$ cat config.mk
export PLATFORM = sky130hd
export DESIGN_NAME = bac_queue
export DESIGN_NICKNAME = d
export VERILOG_FILES = /design/src/hw/rtl/bac_pkg.sv /design/src/hw/rtl/bac_queue.sv
export SDC_FILE = /design/constraint.sdc
export NUM_CORES = 1
export LEC_CHECK = 0
export ABC_AREA = 1
export BUFFER_PORTS_ARGS = -buffer_cell sky130_fd_sc_hd__buf_4
export CAP_MARGIN = 10
export CORE_MARGIN = 8
export CORE_UTILIZATION = 55
export DETAILED_ROUTE_END_ITERATION = 8
export PLACE_DENSITY = 0.83
export SLEW_MARGIN = 10
export SYNTH_ARGS = -nofsm -noshare
export SYNTH_HDL_FRONTEND = slang
export SYNTH_SLANG_ARGS = --single-unit
$ cat constraint.sdc
create_clock -name clock -period 4.2 [get_ports clock]
set_clock_uncertainty 0.2 [all_clocks]
set_input_delay 1.05 -clock clock [delete_from_list [all_inputs] [get_ports clock]]
set_output_delay 1.05 -clock clock [all_outputs]
set_load 0.05 [all_outputs]
$ cat src/hw/rtl/bac_pkg.sv
// Shared types and constants of the byte accumulator step block.
// No dependencies; imported by every module of the block.
`timescale 1ns / 1ps

package bac_pkg;

   // Request operation codes (req_tuser)
   localparam logic [1:0] OP_LOAD    = 2'd0;
   localparam logic [1:0] OP_EXEC    = 2'd1;
   localparam logic [1:0] OP_SETEXEC = 2'd2;
   localparam logic [1:0] OP_RESET   = 2'd3;

   // Instruction opcodes
   localparam logic [7:0] OPC_LDI  = 8'h50;
   localparam logic [7:0] OPC_STW  = 8'h51;
   localparam logic [7:0] OPC_ADD  = 8'h5A;
   localparam logic [7:0] OPC_SUB  = 8'h5B;
   localparam logic [7:0] OPC_JMP  = 8'h6E;
   localparam logic [7:0] OPC_BNE  = 8'h70;
   localparam logic [7:0] OPC_HALT = 8'hFF;

   // Result status codes (rsp_tuser)
   localparam logic [2:0] ST_EXEC     = 3'd0;
   localparam logic [2:0] ST_HALT     = 3'd1;
   localparam logic [2:0] ST_INVALID  = 3'd2;
   localparam logic [2:0] ST_PAST     = 3'd3;
   localparam logic [2:0] ST_BADSTART = 3'd4;
   localparam logic [2:0] ST_DONE     = 3'd5;

   localparam int REQ_DATA_W = 24;
   localparam int RSP_DATA_W = 56;

   localparam int QDEPTH = 2;
   localparam int QPTR_W = $clog2(QDEPTH);
   localparam int QCNT_W = $clog2(QDEPTH + 1);

   // Work kinds after classification in the front end
   typedef enum logic [2:0] {
      K_LOAD,
      K_EXEC,
      K_SETEXEC,
      K_RESET,
      K_BADSTART
   } bac_kind_type;

   typedef struct packed {
      bac_kind_type kind;
      logic [15:0]  addr;
      logic [7:0]   data;
   } bac_item_type;

   typedef struct packed {
      logic full;
      logic empty;
   } bac_qstat_type;

   typedef struct packed {
      logic clearing;
   } bac_bstat_type;

   typedef enum logic [2:0] {
      B_CLR,
      B_IDLE,
      B_F1,
      B_F2,
      B_F3,
      B_EX
   } bac_bstate_type;

endpackage

$ cat src/hw/rtl/bac_queue.sv
// Short FIFO of classified work items between front and back end.
// Depends on bac_pkg.
`timescale 1ns / 1ps

module bac_queue (
   input  logic                   clock,
   input  logic                   reset,
   input  logic                   push,
   input  bac_pkg::bac_item_type  push_item,
   input  logic                   pop,
   output bac_pkg::bac_item_type  head,
   output bac_pkg::bac_qstat_type q_stat
);
   import bac_pkg::*;

   bac_item_type        entries_ff [QDEPTH];
   logic [QPTR_W-1:0]   wr_ptr_ff, wr_ptr_in;
   logic [QPTR_W-1:0]   rd_ptr_ff, rd_ptr_in;
   logic [QCNT_W-1:0]   count_ff, count_in;

   localparam logic [QPTR_W-1:0] PTR_LAST = QPTR_W'(QDEPTH - 1);
   localparam logic [QCNT_W-1:0] CNT_FULL = QCNT_W'(QDEPTH);

   assign head         = entries_ff[rd_ptr_ff];
   assign q_stat.full  = (count_ff == CNT_FULL);
   assign q_stat.empty = (count_ff == '0);

   always_comb begin
      wr_ptr_in = wr_ptr_ff;
      rd_ptr_in = rd_ptr_ff;
      count_in  = count_ff;
      if (push) wr_ptr_in = (wr_ptr_ff == PTR_LAST) ? '0 : wr_ptr_ff + 1'b1;
      if (pop)  rd_ptr_in = (rd_ptr_ff == PTR_LAST) ? '0 : rd_ptr_ff + 1'b1;
      if (push && !pop) count_in = count_ff + 1'b1;
      else if (pop && !push) count_in = count_ff - 1'b1;
   end

   always_ff @(posedge clock) begin
      if (reset) begin
         wr_ptr_ff <= '0;
         rd_ptr_ff <= '0;
         count_ff  <= '0;
      end else begin
         wr_ptr_ff <= wr_ptr_in;
         rd_ptr_ff <= rd_ptr_in;
         count_ff  <= count_in;
      end
   end

   always_ff @(posedge clock) begin
      if (push) entries_ff[wr_ptr_ff] <= push_item;
   end

endmodule

==> impl_metrics.yaml <==
status:
  status: "complete, no violations"
setup_path:
  max_stage_delay_ns: 0.86
  cpMaxStageDelayCell: "dfxtp_2"
  cp_top_family: "flip-flops"
  required_ns: 2.95
  path_buf_inv: 1
  path_class: "reg2out"
  reg2reg_from: "wr_ptr_ff"
  crit_cells: 2
  end_kind: "primary output"
  crit_chain: "mux2_2 -> buf_4"
  worstPathMaxFanout: 27
  arrival_ns: 1.82
  critPathLaunchType: "register"
  reg2reg_depth: 2
synth:
  postSynthAreaPerCell_um2: 19.47
  ys_seq_area_share_pct: 75.56
  synth_top_area_share_pct: 71.17
  synthCells: 117
  ys_ff_latch: 59
  ys_types: 16
  synth_top_area_cell: "edfxtp_1"
  netlist_area_um2: 2278
  synth_nets: 149
  synth_area_leaders: "edfxtp_1 (71%), mux2_4 (13%), dfxtp_1 (4.4%), mux2_2 (3.5%), buf_12 (1.8%)"
  yosys_warnings: 0
placed_design:
  dp_hpwl_mm: 2.861
  gp_congestion: 0.7145
  place_area_um2: 2744
  port_buffers: 59
sta:
  period_needed_ns: 3.066
  rsz0062_at_grt: "no"
  tns_ns: 0
  finalHoldViolCount: 0
  relSlewSlack_pct: 28.84
  timing.fmax_mhz: 326.2
  setup_viol: 0
  slew_violations: 0
  period_share_pct: 72.99
  worst_pin_slew_ns: 1.066
power:
  p_int_mw: 1.043
  leakage_nw: 1.190
  pwr-share-clk_pct: 32.0
  switching_share_pct: 26.01
  pwr_density_cell_nw_per_um2: 483.4
  power_frac_comb_pct: 18.2
  power.switching_uw: 366.6
  ir_drop_uv: 417.4
  seqPwrFrac_pct: 49.7
detailed_routing:
  firstDrtPassIters: 4
  antenna_left: 0
  drt_iter0_markers: 67
  drc: 0
  drt-total-wl_mm: 3.987
  vias_per_cell: 5.025
  wl_per_cell_um: 16.75
  vias: 1196
floorplanning:
  core_area_um2: 4000
  die_h_um: 80.37
  die_w_um: 80.37
  dieArea_um2: 6459
  ioPinCount: 60
  start_util_pct: 56.96
  fp-row-count: 23
grt:
  antenna_found_initial: 0
  gr-usage-all-layers_pct: 12.89
  grt-ovfl-total: 0
  grt_pass1_wl_mm: 6.085
  grt_pass1_vias: 1268
  grt_max_degree: 29
clocking:
  worstSkewPairLatency_ns: 0.32
  clockBufferDepth: 2
  cts_tree: "yes"
  cts_setup_buffers: 0
  cts-root-buf: "clkbuf_8"
  clkTransAtPathRegs_ns: 0.06
  htree_num_levels: 3
  ctsHoldBuffers: 0
  numCtsBuffers: 9
  cts_resized: 0
  cts_sinks: 59
hold_path:
  worstHoldPathType: "reg2reg"
  hold_path_depth: 2
  hp-start: "wr_ptr_ff"
cells_and_area:
  fin_area_um2: 2915
  nets: 217
  final_cell_mix: "buf_4 (60), edfxtp_1 (54), mux2_4 (20), inv_1 (9), clkbuf_8 (9)"
  syn2layout_area_growth_pct: 27.95
  layout-drive-gt1-share_pct: 53.72
  diodes: 0
  layout_commonest_cell: "buf_4"
run:
  cap_violations: 0
==> per-stage QoR <==
step	instances	worst slack [ns]	power [mW]	hold WS, ns	util [%]
5_1_grt	238	1.056	1.458	0.3749	72.88
2_1_floorplan	117	1.358	0.8958	0.2799	-
4_1_cts	238	1.103	1.426	0.3295	72.88
3_3_place_gp	224	1.490	0.9631	0.2935	68.60
3_5_place_dp	224	1.456	0.9729	0.3187	68.60
6_report	238	1.134	1.409	0.3346	72.88
==> worst register-to-register path, cell delays in order (launching register included) <==
cell     delay, ns
dfxtp_1       0.37
nand2_1       0.07
inv_1         0.77
==> metal layers <==
metal / track usage, % / vias up / wire, µm
met5: 0 / - / 0
met1: 12.58 / 584 / 1446
li1: - / 565 / -
met2: 22.37 / 41 / 2152
met4: 6.545 / 0 / 63
met3: 5.804 / 6 / 324
==> registers in the layout (all words and copies together) (netlist names), named ones only <==
| register | count |
|---|---|
| wr_ptr_ff | 1 |
| entries_ff | 54 |
| count_ff | 2 |
| rd_ptr_ff | 1 |
==> power groups by stage <==
stage / logic, mW / registers (mW) / clock network (mW)
global placement: 0.252 / 0.711 / 0
detailed placement: 0.259 / 0.714 / 0
finish: 0.257 / 0.701 / 0.451
CTS: 0.260 / 0.702 / 0.464
floorplan: 0.198 / 0.698 / 0
global route: 0.269 / 0.705 / 0.485
==> area by class of cell <==
| class | instances | area, µm² |
|---|---|---|
| clock buffer | 10 | 127.6 |
| clock inverter | 4 | 43.79 |
| fill | 259 | 1085 |
| inverter | 9 | 33.78 |
| multi-input combinational | 46 | 474.2 |
| sequential | 59 | 1723 |
| tap | 50 | 62.56 |
| timing repair buffer | 60 | 450.4 |
==> synthesized netlist by cell type (all sizes together) <==
cell    number
o21ai        1
ha           1
edfxtp      54
nor3         1
nor2         7
buf          3
inv          9
xnor2        1
nand4        1
mux2        27
nand2        5
dfxtp        5
a21oi        1
nand3        1
==> logic make-up after synthesis <==
logic type / share of synthesized area, %
DFF: 75.56
muxes: 16.64
and+or+nand+nor: 2.691
buffers and inverters: 3.734
AOI/OAI and AO/OA: 0.4389
xor gates and xnor gates: 0.3845
adders and majority gates: 0.5491
==> final timing paths <==
path	endpoint	slack, ns
worst max-delay path	head[7]	1.13
worst min-delay path	wr_ptr_ff	0.33
worst max register to register	entries_ff[1][24]	2.41
worst min register to register	wr_ptr_ff	0.33
No activity file was read; power rests on OpenSTA's default activity.
